--- src/hw/rtl/tfpr_pkg.sv ---
`timescale 1ns / 1ps
// ----------------------------------------------------------------------------
// tfpr_pkg
// Shared types and constants of the trailer framed packet receiver.
// ----------------------------------------------------------------------------
package tfpr_pkg;

	// Four trailer bytes 1,2,3,4, oldest in the top byte.
	localparam logic [31:0] TRAILER_PATTERN = 32'h01020304;
	// Sum of the trailer bytes, taken back out of the running sum.
	localparam logic [7:0]  TRAILER_SUM     = 8'd10;
	// Checksum plus trailer: the fewest buffered bytes of a well-formed packet.
	localparam int unsigned MIN_FRAME_BYTES = 5;

	typedef enum logic [4:0] {
		ST_IDLE = 5'b00001,
		ST_CHK  = 5'b00010,
		ST_CMP  = 5'b00100,
		ST_RD   = 5'b01000,
		ST_LD   = 5'b10000
	} state_t;

endpackage

--- src/hw/rtl/trailer_framed_packet_receiver.sv ---
`timescale 1ns / 1ps
// ----------------------------------------------------------------------------
// trailer_framed_packet_receiver
// Buffers received bytes in a RAM, detects the 1,2,3,4 trailer, verifies the
// checksum and streams the payload out with a last marker or an empty flag.
// ----------------------------------------------------------------------------
// Flow control:
//   Ordinary bytes may arrive in every cycle while the receiver is in ST_IDLE.
//   A trailer byte blocks the input during the checksum read in ST_CHK and
//   ST_CMP (registered RAM read); an empty-packet result is loaded from ST_CMP
//   once the output is free. Payload readout follows ST_CMP and alternates a
//   RAM read in ST_RD and an output load in ST_LD, which waits for a free
//   output. Input stays blocked until the last payload byte is loaded.
//   Reset clears control state, fill count, sum and window; RAM is not cleared.
// ----------------------------------------------------------------------------
module trailer_framed_packet_receiver #(
	parameter int STORE_DEPTH = 64
) (
	input  logic       clk,
	input  logic       arst_n,
	input  logic       in_valid,
	output logic       in_ready,
	input  logic [7:0] rx_byte,
	output logic       out_valid,
	input  logic       out_ready,
	output logic [7:0] payload_byte,
	output logic       last_byte,
	output logic       empty_packet
);

	localparam int AW = $clog2(STORE_DEPTH);
	localparam int CW = $clog2(STORE_DEPTH + 1);

	tfpr_pkg::state_t state_q, state_d;

	logic [CW-1:0] fill_q, fill_d;
	logic [7:0]    sum_q, sum_d;
	logic [31:0]   win_q, win_d;
	logic [AW-1:0] plen_q, plen_d;
	logic [AW-1:0] idx_q, idx_d;

	logic          out_valid_q, out_valid_d;
	logic [7:0]    payload_q, payload_d;
	logic          last_q, last_d;
	logic          empty_q, empty_d;

	logic          in_xfer;
	logic          out_free;
	logic [CW-1:0] fill_wr;
	logic [CW-1:0] fill_inc;
	logic [7:0]    sum_inc;
	logic [31:0]   win_inc;
	logic          trailer_hit;
	logic          short_frame;
	logic [7:0]    chk_diff;

	logic          ram_we;
	logic [AW-1:0] ram_waddr;
	logic [AW-1:0] ram_raddr;
	logic [7:0]    ram_rdata;

	tfpr_ram #(
		.WIDTH (8),
		.DEPTH (STORE_DEPTH)
	) u_store (
		.clk   (clk),
		.we    (ram_we),
		.waddr (ram_waddr),
		.wdata (rx_byte),
		.raddr (ram_raddr),
		.rdata (ram_rdata)
	);

	assign in_ready = (state_q == tfpr_pkg::ST_IDLE);
	assign in_xfer  = in_valid && in_ready;
	assign out_free = !out_valid_q || out_ready;

	// A full store wraps to the first entry; the sum keeps running.
	assign fill_wr     = (fill_q == CW'(STORE_DEPTH)) ? '0 : fill_q;
	assign fill_inc    = fill_wr + CW'(1);
	assign sum_inc     = sum_q + rx_byte;
	assign win_inc     = {win_q[23:0], rx_byte};
	assign trailer_hit = (win_inc == tfpr_pkg::TRAILER_PATTERN);
	assign short_frame = (fill_inc < CW'(tfpr_pkg::MIN_FRAME_BYTES));

	assign ram_we    = in_xfer;
	assign ram_waddr = fill_wr[AW-1:0];
	assign ram_raddr = (state_q == tfpr_pkg::ST_RD || state_q == tfpr_pkg::ST_LD)
		? idx_q : plen_q;

	assign chk_diff = sum_q - ram_rdata - tfpr_pkg::TRAILER_SUM;

	always_comb begin
		state_d     = state_q;
		fill_d      = fill_q;
		sum_d       = sum_q;
		win_d       = win_q;
		plen_d      = plen_q;
		idx_d       = idx_q;
		out_valid_d = out_valid_q && !out_ready;
		payload_d   = payload_q;
		last_d      = last_q;
		empty_d     = empty_q;

		unique case (state_q)
			tfpr_pkg::ST_IDLE: begin
				if (in_xfer) begin
					fill_d = fill_inc;
					sum_d  = sum_inc;
					win_d  = win_inc;
					if (trailer_hit) begin
						if (short_frame) begin
							fill_d = '0;
							sum_d  = '0;
						end else begin
							plen_d  = AW'(fill_inc - CW'(tfpr_pkg::MIN_FRAME_BYTES));
							state_d = tfpr_pkg::ST_CHK;
						end
					end
				end
			end
			tfpr_pkg::ST_CHK: begin
				state_d = tfpr_pkg::ST_CMP;
			end
			tfpr_pkg::ST_CMP: begin
				if (chk_diff != ram_rdata) begin
					fill_d  = '0;
					sum_d   = '0;
					state_d = tfpr_pkg::ST_IDLE;
				end else if (plen_q != '0) begin
					idx_d   = '0;
					state_d = tfpr_pkg::ST_RD;
				end else if (out_free) begin
					out_valid_d = 1'b1;
					payload_d   = '0;
					last_d      = 1'b1;
					empty_d     = 1'b1;
					fill_d      = '0;
					sum_d       = '0;
					state_d     = tfpr_pkg::ST_IDLE;
				end
			end
			tfpr_pkg::ST_RD: begin
				state_d = tfpr_pkg::ST_LD;
			end
			tfpr_pkg::ST_LD: begin
				// Read data stays put while the address holds, so waiting is safe.
				if (out_free) begin
					out_valid_d = 1'b1;
					payload_d   = ram_rdata;
					empty_d     = 1'b0;
					last_d      = (idx_q == plen_q - AW'(1));
					idx_d       = idx_q + AW'(1);
					if (idx_q == plen_q - AW'(1)) begin
						fill_d  = '0;
						sum_d   = '0;
						state_d = tfpr_pkg::ST_IDLE;
					end else begin
						state_d = tfpr_pkg::ST_RD;
					end
				end
			end
			default: begin
				state_d = tfpr_pkg::ST_IDLE;
			end
		endcase
	end

	always_ff @(posedge clk or negedge arst_n) begin
		if (!arst_n) begin
			state_q     <= tfpr_pkg::ST_IDLE;
			fill_q      <= '0;
			sum_q       <= '0;
			win_q       <= '0;
			out_valid_q <= 1'b0;
		end else begin
			state_q     <= state_d;
			fill_q      <= fill_d;
			sum_q       <= sum_d;
			win_q       <= win_d;
			out_valid_q <= out_valid_d;
		end
	end

	always_ff @(posedge clk) begin
		plen_q    <= plen_d;
		idx_q     <= idx_d;
		payload_q <= payload_d;
		last_q    <= last_d;
		empty_q   <= empty_d;
	end

	assign out_valid    = out_valid_q;
	assign payload_byte = payload_q;
	assign last_byte    = last_q;
	assign empty_packet = empty_q;

	a_fill_bound: assert property (@(posedge clk) disable iff (!arst_n)
		fill_q <= CW'(STORE_DEPTH))
		else $error("fill count beyond store depth");

	a_empty_form: assert property (@(posedge clk) disable iff (!arst_n)
		(out_valid && empty_packet) |-> (last_byte && payload_byte == 8'd0))
		else $error("empty-packet result not marked last with zero byte");

	a_idx_range: assert property (@(posedge clk) disable iff (!arst_n)
		(state_q == tfpr_pkg::ST_RD || state_q == tfpr_pkg::ST_LD) |-> (idx_q < plen_q))
		else $error("readout index beyond payload length");

	a_short_clear: assert property (@(posedge clk) disable iff (!arst_n)
		(in_xfer && trailer_hit && short_frame) |=> (fill_q == '0 && sum_q == '0))
		else $error("short trailer did not clear the packet");

	a_trailer_check: assert property (@(posedge clk) disable iff (!arst_n)
		(in_xfer && trailer_hit && !short_frame) |=> (state_q == tfpr_pkg::ST_CHK))
		else $error("valid trailer did not start checksum read");

endmodule

--- src/hw/rtl/tfpr_ram.sv ---
`timescale 1ns / 1ps
// ----------------------------------------------------------------------------
// tfpr_ram
// Generic simple dual port RAM: one write port, one read port, registered read.
// ----------------------------------------------------------------------------
module tfpr_ram #(
	parameter int WIDTH = 8,
	parameter int DEPTH = 64,
	parameter int AW    = $clog2(DEPTH)
) (
	input  logic             clk,
	input  logic             we,
	input  logic [AW-1:0]    waddr,
	input  logic [WIDTH-1:0] wdata,
	input  logic [AW-1:0]    raddr,
	output logic [WIDTH-1:0] rdata
);

	logic [WIDTH-1:0] mem_q [DEPTH];

	always_ff @(posedge clk) begin
		if (we) begin
			mem_q[waddr] <= wdata;
		end
		rdata <= mem_q[raddr];
	end

endmodule
--- config.mk ---
export PLATFORM = sky130hd
export DESIGN_NAME = trailer_framed_packet_receiver
export DESIGN_NICKNAME = d
export VERILOG_FILES = /design/src/hw/rtl/tfpr_pkg.sv /design/src/hw/rtl/trailer_framed_packet_receiver.sv /design/src/hw/rtl/tfpr_ram.sv
export SDC_FILE = /design/constraint.sdc
export NUM_CORES = 1
export LEC_CHECK = 0
export BUFFER_PORTS_ARGS = -buffer_cell sky130_fd_sc_hd__buf_2
export CAP_MARGIN = 20
export CORE_UTILIZATION = 58
export CTS_BUF_LIST = sky130_fd_sc_hd__clkbuf_8 sky130_fd_sc_hd__clkbuf_16
export DETAILED_ROUTE_END_ITERATION = 8
export GPL_TIMING_DRIVEN = 0
export PLACE_DENSITY = 0.74
export SETUP_SLACK_MARGIN = 0.1
export SLEW_MARGIN = 20
export SYNTH_ARGS = -nofsm -noshare
export SYNTH_HDL_FRONTEND = slang
export SYNTH_HIERARCHICAL = 1
export SYNTH_SLANG_ARGS = --single-unit
--- constraint.sdc ---
create_clock -name clk -period 6.6 [get_ports clk]
set_input_delay 0.66 -clock clk [delete_from_list [all_inputs] [get_ports clk]]
set_output_delay 0.66 -clock clk [all_outputs]
set_load 0.005 [all_outputs]
# ---- Yosys cells after proc, flatten, opt, wreduce, memory -nomap -nowiden
# Memory sizes are Yosys's and may differ from the RTL's. A register that Yosys moved wholly into a read port is not among the register bits.
# Index checks and enable logic that the tools add are counted.
dict set report op_classes {
  add_sub_neg 7
  n_lt_le_gt_ge 1
  eq_ne 21
  mux 49
  bitwise 1
  n_reduce_logical 15
}
# cell count
set op_table {}
lappend op_table {{two-way mux 8 bit} 10}
lappend op_table {{two-way mux 7 bit} 9}
lappend op_table {{two-way mux 5 bit} 7}
lappend op_table {{equality test 32 x 25 -> 1 bit (second input constant)} 1}
lappend op_table {{one-hot mux 5 bit (5 select lines)} 1}
lappend op_table {{two-way mux 6 bit} 4}
lappend op_table {{one-hot mux 8 bit (3 select lines)} 1}
lappend op_table {{one-hot mux 7 bit (3 select lines)} 1}
lappend op_table {{one-hot mux 8 bit (2 select lines)} 1}
lappend op_table {{inequality test 2 bit (second input constant)} 6}
lappend op_table {{one-hot mux 6 bit (2 select lines)} 1}
lappend op_table {{two-way mux 1 bit} 10}
lappend op_table {{AND reduction 5 bit} 2}
lappend op_table {{adder 8 bit} 1}
lappend op_table {{inequality test 8 bit} 1}
lappend op_table {{AND reduction 4 bit} 2}
lappend op_table {{subtractor 8 x 4 -> 8 bit (second input constant)} 1}
lappend op_table {{subtractor 8 bit} 1}
lappend op_table {{adder 7 x 1 -> 7 bit (second input constant)} 1}
lappend op_table {{equality test 7 bit (second input constant)} 1}
lappend op_table {{< comparator 7 x 3 -> 1 bit (second input constant)} 1}
lappend op_table {{adder 6 x 1 -> 6 bit (second input constant)} 1}
lappend op_table {{equality test 6 bit} 1}
lappend op_table {{inequality test 2 x 1 -> 1 bit (second input constant)} 3}
lappend op_table {{20 further kinds} 26}
dict set report word_totals {
  register_bits 67
  mem_bits_rw 512
  in_bits 12
  wordCells 105
  n_memories 1
}
# name depth word_bits read_ports rd_clocked_by_memory_dff wr line
set memory_table {}
lappend memory_table {u_store.mem_q 64 8 1 1 1 tfpr_ram.sv:19} ;# logic [WIDTH-1:0] mem_q [DEPTH];

# ---- Longest topological paths before layout
# Gate-level depths: netlist of the first run.
dict set report depth {
  ltp_word 8
  ltp_mapped 13
  ltp_nobuf 12
}

# ---- By module
# The synthesis of the first run kept the hierarchy.
# module n_inst cells_per_inst area_per_inst_um2 seq_area_each_um2
set modules_own_cells {}
lappend modules_own_cells {tfpr_ram 1 940 20166.8 15534.9}
lappend modules_own_cells {trailer_framed_packet_receiver 1 457 4256.6 1788.0}

# ---- Worst setup path after synthesis of the first run
# Ideal clock, no wire load.
dict set report synth_path {
  kind {flip-flop to flip-flop}
  startpoint {reg sum_q[1]}
  endpoint {reg empty_q, in the netlist empty_packet (enable)}
  arrival_ps 3310
  required_time_ps 6207
  path_slack_ps 2897
  path_stages_with_launch 13
  path_buffers 0
  cell_sequence {dfrtp_1 > inv_1 > ha_1 > inv_1 > ha_1 > fa_1 > a211oi_1 > o21bai_1 > a21oi_1 > xnor2_1 > nor3_4 > nand2_1 > a211oi_1}
}
dict set report synth_between {
  elab_chain_len 5
}
# element line
set synth_rtl {}
lappend synth_rtl {{start, declared} trailer_framed_packet_receiver.sv:37} ;# logic [7:0] sum_q, sum_d;
lappend synth_rtl {{start signal, assigned} trailer_framed_packet_receiver.sv:179} ;# sum_q <= sum_d;
lappend synth_rtl {{subtractor 8 bit} trailer_framed_packet_receiver.sv:91} ;# assign chk_diff = sum_q - ram_rdata - tfpr_pkg::TRAILER_SUM;
lappend synth_rtl {{subtractor 8 x 4 -> 8 bit} trailer_framed_packet_receiver.sv:91}
lappend synth_rtl {{inequality test 8 bit} trailer_framed_packet_receiver.sv:126} ;# if (chk_diff != ram_rdata) begin
lappend synth_rtl {{inequality test 2 bit (no source line)} -}
lappend synth_rtl {{AND reduction 5 bit (no source line)} -}
lappend synth_rtl {{end signal, assigned} trailer_framed_packet_receiver.sv:190} ;# empty_q <= empty_d;
lappend synth_rtl {{end, declared} trailer_framed_packet_receiver.sv:45} ;# logic empty_q, empty_d;
# Every way passes these cells.
# A chain may end at the register's enable or synchronous reset.

# ---- Worst setup path in the final report of the first run
dict set report layout_path {
  startpoint {reg state_q[0]}
  endpoint {reg u_store.rdata[6], read port of u_store.mem_q}
}
dict set report layout_between {
  elab_chain_len 3
  elab_cells_between_ends 4
}
# element line
set layout_rtl {}
lappend layout_rtl {{start, declared} trailer_framed_packet_receiver.sv:34} ;# tfpr_pkg::state_t state_q, state_d;
lappend layout_rtl {{start signal, assigned} trailer_framed_packet_receiver.sv:171} ;# state_q <= tfpr_pkg::ST_IDLE;
lappend layout_rtl {{start signal, assigned} trailer_framed_packet_receiver.sv:177} ;# state_q <= state_d;
lappend layout_rtl {{equality test 5 x 4 -> 1 bit / equality test 5 bit (equally long branches)} trailer_framed_packet_receiver.sv:88} ;# assign ram_raddr = (state_q == tfpr_pkg::ST_RD || state_q == tfpr_pkg::ST_LD)
lappend layout_rtl {{logical OR 1 bit (*)} trailer_framed_packet_receiver.sv:88}
lappend layout_rtl {{two-way mux 6 bit (*)} trailer_framed_packet_receiver.sv:89} ;# ? idx_q : plen_q;
lappend layout_rtl {{via ram_raddr[1]} trailer_framed_packet_receiver.sv:59} ;# logic [AW-1:0] ram_raddr;
lappend layout_rtl {{end, declared} tfpr_ram.sv:16} ;# output logic [WIDTH-1:0] rdata
# The timed path passes the listed nets; every way through them passes the cells marked *.

==> impl_metrics.tcl, run 1 <==
set metrics [dict create \
    status "finished, final reports clean" \
    grt_pass1_vias 12900 \
    ir_worst_vdd_v 0.000259 \
    synth-main-ff-cell "edfxtp_1" \
    met3_length_um 5420 \
    cts_buffers 56 \
    clock_skew_ps 17.8 \
    io_pins 24 \
    wl_met1_um 22700 \
    layout_min_cycle_time_ps 4520 \
    start_util_pct 59.3 \
    ant_nets 0 \
    core-area_um2 41200 \
    met2_length_um 26300 \
    crit_path_end_kind "flip-flop" \
    startpoint_type "flip-flop" \
    grt_usage_pct 27.0 \
    post-route-period-util_pct 68.4 \
    drv_cap 0 \
    grt_pass1_wl_um 83200 \
    post-dp-hpwl_um 36300 \
    dr.pass1.iters 5 \
    synth_edf_count 534 \
    grt_max_degree 69 \
    crit_chain "or2_1 -> nor2_1 -> o21ai_1 -> mux2_1 -> buf_4 -> buf_2 -> clkbuf_1 -> nand2_1 -> o221ai_1 -> nor2_1 -> nor3_1 -> o32ai_1" \
    grt_overflow 0 \
    root_buffer "clkbuf_16" \
    post_cts_resized 0 \
    ys_async_sr_fraction_pct 7.67 \
    top_layer "met5" \
    worstHoldPathType "primary input to asynchronous set/reset pin" \
    htreeDepth 2 \
    powerDensity_nw_per_um2 315 \
    final_cell_area_um2 27100 \
    arrival_ps 4950 \
    routed_via_density 6.47 \
    die_w_um 207 \
    tightestPinTransition_ps 1090 \
    netlist_area_um2 24400 \
    drt_wl_total_um 56600 \
    rsz0062_at_grt "false" \
    hold_viol 0 \
    clock_path_buffers 3 \
    core.rowCount 74 \
    yosysWarnings 6 \
    synth.net_count 1438 \
    critPathRequiredTime_ps 7030 \
    post-cts-setup-buffers 0 \
    ys_seq_elements 587 \
    p_leak_uw 0.00911 \
    synth_cell_types 71 \
    clock_latency_ps 610 \
    finalMaxSlewViolations 0 \
    final_cells 2057 \
    finalSetupViolCount 0 \
    crit_type "flip-flop to flip-flop" \
    port_buffers 23 \
    dr_total_vias 13300 \
    cts_tree "done" \
    max_slew_margin_pct 27.5 \
    cpMostUsedCell "nor2_1" \
    dp_cells 1954 \
    antenna_cells 0 \
    whs_ps 59.7 \
    nets 1521 \
    seq_area_frac_synth_pct 70.9 \
    first_iter_violations 1717 \
    dieHeight_um 207 \
    clock_sinks 587 \
    routedWlPerCell_um 27.5 \
    final_common_cell "edfxtp_1" \
    setup_tns_ps 0 \
    slowest_delay_ps 850 \
    dieArea_um2 42900 \
    crit_path_max_fanout 10 \
    path_clk_slew_ps 60 \
    holdBufCountCts 0 \
    area_growth_pct 10.8 \
    layout-drive-gt1-share_pct 20.3 \
    place_area_um2 25200 \
    syn_area_per_cell_um2 17.5 \
    slowest_stage "clkbuf_1" \
    fmax_ghz 0.221 \
    layout_common_cells "534 x edfxtp_1, 126 x mux4_2, 120 x nor2_1" \
    drc 0 \
    synth_cells 1397 \
    place_congestion 0.937 \
    antenna_found_initial 2 \
]
per-stage QoR:
step / setup slack, ps / total power, uW / util, %
CTS: 2170 / 8570 / 65.7
finish: 2080 / 8530 / 65.7
floorplan: 2900 / 5120 / -
global placement: 2260 / 5410 / 61.2
global route: 1970 / 8810 / 65.7
detailed placement: 2180 / 5460 / 61.3
final cells by class:
cell class                      instances  area [um^2]
Buffer                                 69          394
Clock buffer                           63         1510
Clock inverter                         40          310
Fill cell                            2763        14100
Inverter                               33          124
Multi-Input combinational cell        708         6590
Sequential cell                       587        17300
Tap cell                              532          666
Timing Repair Buffer                   25          150
synth_stat cells, types with 13 or more instances:
cell type / n / share of area (%)
edfxtp_1: 534 / 66
mux4_2: 126 / 12
nor2_1: 120 / 1.8
nand2_1: 110 / 1.7
dfrtp_1: 44 / 4.5
clkbuf_1: 33 / 0.51
inv_1: 29 / 0.45
ha_1: 27 / 1.4
mux2i_1: 24 / 0.98
nor3_1: 22 / 0.45
a21oi_1: 20 / 0.41
nand3_1: 20 / 0.41
xnor2_1: 20 / 0.72
xor2_1: 18 / 0.65
nor2b_1: 16 / 0.41
buf_2: 13 / 0.27
buf_4: 13 / 0.40
mux2_2: 13 / 0.60
layer usage:
| layer | GRT usage, % | up-vias |
|---|---|---|
| met5 | 0.890 | - |
| met4 | 11.0 | 2 |
| met3 | 5.49 | 122 |
| met2 | 41.4 | 713 |
| met1 | 38.3 | 6825 |
| li1 | - | 5654 |
final timing paths:
kind / startpoint / endpoint / slack (ps) / cells after the start
setup / recovery: state_q[0] / u_store/rdata[6] / 2080 / 12
hold reg to reg: win_q[16] / win_q[16] / 470 / 2
max in group asynchronous: arst_n / fill_q[3] / 6150 / 1
min in group clk: out_ready / out_valid / 350 / 3
hold / removal: arst_n / state_q[4] / 60 / 1
setup reg to reg: state_q[0] / u_store/rdata[6] / 2080 / 12
cell families after synthesis:
family,synth area share [%]
flops,70.9
simple gates,6.75
mux,14.1
compound gates,3.20
buf+inv,2.12
xor+xnor,1.36
fa+ha+maj,1.55
report_power, final:
part | internal [uW] | switching (uW) | total [uW]
clock | 1790 | 1340 | 3140
combinational | 393 | 661 | 1050
sequential | 4240 | 104 | 4340
total | 6420 | 2110 | 8530
state kept, by name (all words and copies together), names as in the netlist:
register and flops:
u_store/mem_q 512, win_q 24, payload_byte 8, sum_q 8
u_store/rdata 8, fill_q 7, idx_q 6, plen_q 6
state_q 5, empty_packet 1, last_byte 1, out_valid 1
critical path: cells and delay by family (launching register included):
family          cells  cell delay [ps]
buf+inv             3             1390
flops               1              570
mux                 1              240
simple gates        5             1210
compound gates      3              920
(Power assumes the default switching activity.)
==> run 2: changes to the inputs <==
- CORE_UTILIZATION: 58 -> 57
- PLACE_DENSITY: 0.74 -> 0.76
- clock period: 6.6 -> 3.8 ns (I/O delays scaled with it)
==> run 2 against run 1 <==
  * The run now ends with setup timing left
  * Fmax rose by 16%
  * Combinational power grew 87%
  * Cell area increased by 1.7%
  * Critical path depth down 3
  * Register-to-register slack worse by 2200 ps
  * Non-clock buffer count rose by 3
  * Largest power group unchanged
  * Total power is 76% higher
  * Clock power is 77% higher
  * Critical endpoint is now u_store/mem_q[19][3]
  * Via count is 2.0% higher
  * Utilization fell by 0.33 points
  * Critical path type unchanged
==> impl_metrics.tcl, run 2 (same netlist as run 1, synthesis figures left out) <==
set metrics [dict create \
    met2_length_um 27300 \
    grt_pass1_vias 13100 \
    crit_path_end_kind "flip-flop" \
    met3_length_um 5930 \
    seqCellArea_um2 17300 \
    max_slew_margin_pct 31.0 \
    core-area_um2 42100 \
    cts_tree "done" \
    place_area_um2 25300 \
    fmax_ghz 0.257 \
    routedWlPerCell_um 27.9 \
    r2r_cells 9 \
    clock_skew_ps 19.1 \
    hold_end "out_valid" \
    clock_sinks 587 \
    hold_viol 0 \
    clock_path_buffers 3 \
    final_cell_area_um2 27500 \
    crit_type "flip-flop to flip-flop" \
    grt_pass1_wl_um 84500 \
    worstHoldPathType "primary input to flip-flop" \
    reg2reg_from "fill_q[2]" \
    htreeDepth 2 \
    layout-drive-gt1-share_pct 24.8 \
    post-route-period-util_pct 102 \
    nets 1525 \
    grt_max_degree 69 \
    layout_min_cycle_time_ps 3890 \
    post-dp-hpwl_um 36500 \
    wl_met1_um 22200 \
    drc 0 \
    ir_worst_vdd_v 0.000384 \
    grt_overflow 0 \
    dieHeight_um 209 \
    r2r_slack_ps -90 \
    ant_nets 0 \
    min_path_cells 3 \
    p_leak_uw 0.00924 \
    start_util_pct 58.0 \
    drv_cap 0 \
    core.rowCount 75 \
    powerDensity_nw_per_um2 546 \
    rr_endpoint "u_store/mem_q[19][3]" \
    status "finished, violations left" \
    tightestPinTransition_ps 1030 \
    setup_tns_ps -670 \
    largest_registers "u_store/mem_q x512, win_q x24" \
    path_clk_slew_ps 60 \
    area_growth_pct 12.7 \
    switching_share_pct 25.1 \
    cts_buffers 57 \
    rsz0062_at_grt "true" \
    p_seq_share_pct 50.1 \
    dp_cells 1960 \
    final_common_cell "edfxtp_1" \
    largest_register_ff_count 512 \
    num-fill-cells 2719 \
    dr.pass1.iters 8 \
    dr_total_vias 13600 \
    dieArea_um2 43700 \
    post-route-util_pct 65.4 \
    violations "setup timing" \
    clock_latency_ps 610 \
    finalSetupViolCount 8 \
    antenna_found_initial 0 \
    arrival_ps 4120 \
    clkPwrFrac_pct 36.9 \
    die_w_um 209 \
    antenna_cells 0 \
    regMostFlops "u_store/mem_q" \
    startpoint "fill_q[2]" \
    critPathRequiredTime_ps 4030 \
    root_buffer "clkbuf_16" \
    multiInputGateArea_um2 6880 \
    grt_usage_pct 26.9 \
    final_cells 2069 \
    switchingPower_uw 3770 \
    power_frac_comb_pct 13.0 \
    routed_via_density 6.56 \
    first_iter_violations 2046 \
    hp-start "out_ready" \
    io_pins 24 \
    setup_ws_ps -87.9 \
    top_layer "met4" \
    crit_path_max_fanout 10 \
    drt_wl_total_um 57800 \
    finalMaxSlewViolations 0 \
    whs_ps 73.0 \
    layout_common_cells "534 x edfxtp_1, 126 x mux4_2, 109 x nand2_1" \
    port_buffers 23 \
    startpoint_type "flip-flop" \
    p_int_uw 11300 \
    place_congestion 0.954 \
]
[run 2: worst max-delay path, stage by stage, from the launching register on]
cell,delay (ps)
dfrtp_1,490
inv_1,80
ha_1,210
and4_1,140
clkbuf_1,160
nor2_1,190
clkbuf_1,540
nor2b_1,250
nand3_1,450
nor2_1,980
[run 2: routing by layer]
layer,vias up,GRT usage [%]
met5,-,0
met4,0,10.1
met3,156,5.41
met2,864,41.8
met1,6897,38.3
li1,5665,-
[run 2: worst max-delay path by stage]
stage                           endpoint  depth (start not counted)
global placement        u_store/rdata[5]                         10
detailed placement      u_store/rdata[4]                         12
global route        u_store/mem_q[59][0]                          9
floorplan                   empty_packet                         12
CTS                      payload_byte[3]                         12
finish              u_store/mem_q[19][3]                          9
[run 2: layout make-up]
type	count	share of cell area [%]
clock inverter	42	1.24
multi-input combinational	708	25.0
buffer	68	1.67
tap	539	2.45
inverter	33	0.450
sequential	587	62.9
clock buffer	63	5.52
timing repair buffer	29	0.754
[run 2: power groups by stage]
stage	clock network, uW	registers (uW)	logic, uW
4_1_cts	5630	7530	1880
3_3_place_gp	0	7650	1740
5_1_grt	5870	7560	2140
3_5_place_dp	0	7670	1800
6_report	5550	7530	1960
2_1_floorplan	0	7590	1310
[run 2: stage by stage]
step	setup slack [ps]	total power, uW
floorplan	416	8900
global placement	-465	9390
detailed placement	-589	9470
CTS	105	15100
global route	-142	15600
finish	-87.9	15000
[run 2: repair_timing]
| item | in CTS | in global routing |
|---|---|---|
| pin swaps | 1 | 3 |
| buffers inserted | 0 | 4 |
| setup endpoints to repair | 494 | 318 |
| hold buffers | 1 | 0 |
| hold endpoints to repair | 44 | 0 |
| resized for setup | 66 | 55 |
==> run 3: changes to the inputs <==
- clock period: 3.8 -> 3.15 ns (I/O delays scaled with it)
==> run 3 against run 2 <==
  * The flow still finishes with violations (setup timing)
  * Routed wire length rose by 18%
  * Global-route usage is 2.3 points higher
  * Worst setup slack worse by 27 ps
  * Die area unchanged
  * Cell area increased by 9.0%
  * Fmax increased by 19%
  * Final cell count increased by 4.8%
  * Sequential share of layout area shrank 5.2 points
  * Non-clock buffer count rose by 100
  * Total power increased by 26%
  * Flip-flop and latch count did not move
  * First-iteration DRC count up 1.2%
==> impl_metrics.tcl, run 3 (same netlist as run 1, synthesis figures left out) <==
set metrics [dict create \
    dieHeight_um 209 \
    status "finished, violations left" \
    min_path_cells 3 \
    area_growth_pct 22.9 \
    tightestPinTransition_ps 850 \
    switching_share_pct 26.6 \
    dieArea_um2 43700 \
    r2r_slack_ps -110 \
    grt_pass1_vias 14000 \
    cts_tree "done" \
    path_clk_slew_ps 60 \
    clock_skew_ps 19.2 \
    grt_max_degree 69 \
    antenna_found_initial 0 \
    clock_sinks 587 \
    whs_ps 137 \
    switchingPower_uw 5050 \
    final_common_cell "edfxtp_1" \
    startpoint_type "flip-flop" \
    p_seq_share_pct 47.8 \
    post-route-period-util_pct 104 \
    clock_path_buffers 3 \
    finalMaxSlewViolations 0 \
    worstHoldPathType "primary input to flip-flop" \
    cts_buffers 57 \
    dr.pass1.iters 5 \
    regMostFlops "u_store/mem_q" \
    ir_worst_vdd_v 0.000720 \
    core-area_um2 42100 \
    critPathRequiredTime_ps 3620 \
    clock_latency_ps 620 \
    hold_end "state_q[0]" \
    hp-start "in_valid" \
    die_w_um 209 \
    grt_pass1_wl_um 91800 \
    io_pins 24 \
    grt_overflow 0 \
    layout_common_cells "534 x edfxtp_1, 126 x mux4_2, 101 x nand2_1" \
    crit_path_max_fanout 6 \
    ant_nets 0 \
    antenna_cells 0 \
    largest_registers "u_store/mem_q x512, win_q x24" \
    dr_total_vias 14700 \
    p_leak_uw 0.0101 \
    start_util_pct 58.0 \
    setup_ws_ps -115 \
    nets 1625 \
    core.rowCount 75 \
    fmax_ghz 0.306 \
    grt_usage_pct 29.3 \
    drv_cap 0 \
    layout_min_cycle_time_ps 3260 \
    p_int_uw 14000 \
    power_frac_comb_pct 16.6 \
    root_buffer "clkbuf_16" \
    largest_register_ff_count 512 \
    port_buffers 23 \
    r2r_cells 11 \
    max_slew_margin_pct 43.3 \
    reg2reg_from "state_q[1]" \
    rsz0062_at_grt "true" \
    post-dp-hpwl_um 35900 \
    hold_viol 0 \
    routed_via_density 6.79 \
    pre_cts_ws_ps -1160 \
    powerDensity_nw_per_um2 633 \
    crit_type "flip-flop to flip-flop" \
    rr_endpoint "u_store/rdata[3]" \
    violations "setup timing" \
    crit_path_end_kind "flip-flop" \
    arrival_ps 3730 \
    drc 0 \
    finalSetupViolCount 7 \
    routedWlPerCell_um 31.4 \
    clkPwrFrac_pct 35.5 \
    place_congestion 0.933 \
    layout-drive-gt1-share_pct 36.5 \
    htreeDepth 2 \
    first_iter_violations 2071 \
    drt_wl_total_um 68100 \
]
==> run 3: cell count changes in the layout (fill, tap and decap cells not counted), moves of 8 or more <==
cell	change
nor2_2	-25
clkbuf_1	-9
buf_4	+48
nor2_1	-24
mux2i_4	+9
nand2_1	-8
mux2i_1	-12
buf_12	+50
nor2_4	+49
==> run 3: cell type report <==
class,count,area [um^2]
multi-input combinational,708,7790
fill,2366,12100
sequential,587,17300
clock inverter,44,339
buffer,66,684
clock buffer,61,1500
inverter,33,124
timing repair buffer,131,1580
tap,539,674
==> run 3: routing by layer <==
layer | track usage, % | share of wire (%) | vias to the layer above
met5 | 0 | 0 | -
met4 | 13.2 | 6.4 | 0
met3 | 5.64 | 11 | 273
met2 | 45.5 | 47 | 1108
met1 | 40.7 | 36 | 7468
li1 | - | - | 5884
==> run 3: worst max-delay path, stage by stage, from the launching register on <==
cell and delay, ps:
dfrtp_1 390, or2_4 270, nor2_4 110, o21ai_4 120
mux2_4 390, buf_12 180, buf_12 130, clkbuf_16 150
mux4_2 460, mux4_2 570, o21ai_2 200, o41ai_2 130
==> run 3: per-stage QoR <==
step                      cell area, um^2  instances  TNS (ps)  total power [uW]  util [%]
final                               30000       2169      -402             19000      71.2
after global placement              25200       1959   -382070             11300      59.9
after detailed placement            25300       1959   -438790             11400      60.0
after global routing                30000       2169     -1670             19600      71.2
after floorplan                     24400       1397         0             10800         -
after CTS                           29100       2133         0             18600      69.1
==> run 3: repair_timing <==
action,4_1_cts,5_1_grt
endpoints found under the hold margin,45,0
pin swaps,43,39
buffers inserted,67,34
gates resized for setup,291,87
hold buffers,2,0
endpoints found under the setup margin,550,542
gates cloned,1,3
==> run 3: how the worst max path moves through the flow <==
stage,start,to,slack (ps)
after CTS,fill_q[2],u_store/mem_q[57][2],7
final,state_q[1],u_store/rdata[3],-110
after global routing,state_q[4],u_store/rdata[3],-110
after global placement,state_q[0],u_store/rdata[5],-1110
after floorplan,sum_q[1],empty_packet,130
after detailed placement,state_q[0],u_store/rdata[6],-1160
==> run 3: power groups by stage <==
stage | Sequential, uW | Combinational [uW] | Clock (uW)
global placement | 9230 | 2100 | 0
global route | 9110 | 3390 | 7100
detailed placement | 9250 | 2180 | 0
CTS | 9080 | 2770 | 6750
finish | 9090 | 3160 | 6750
floorplan | 9160 | 1590 | 0
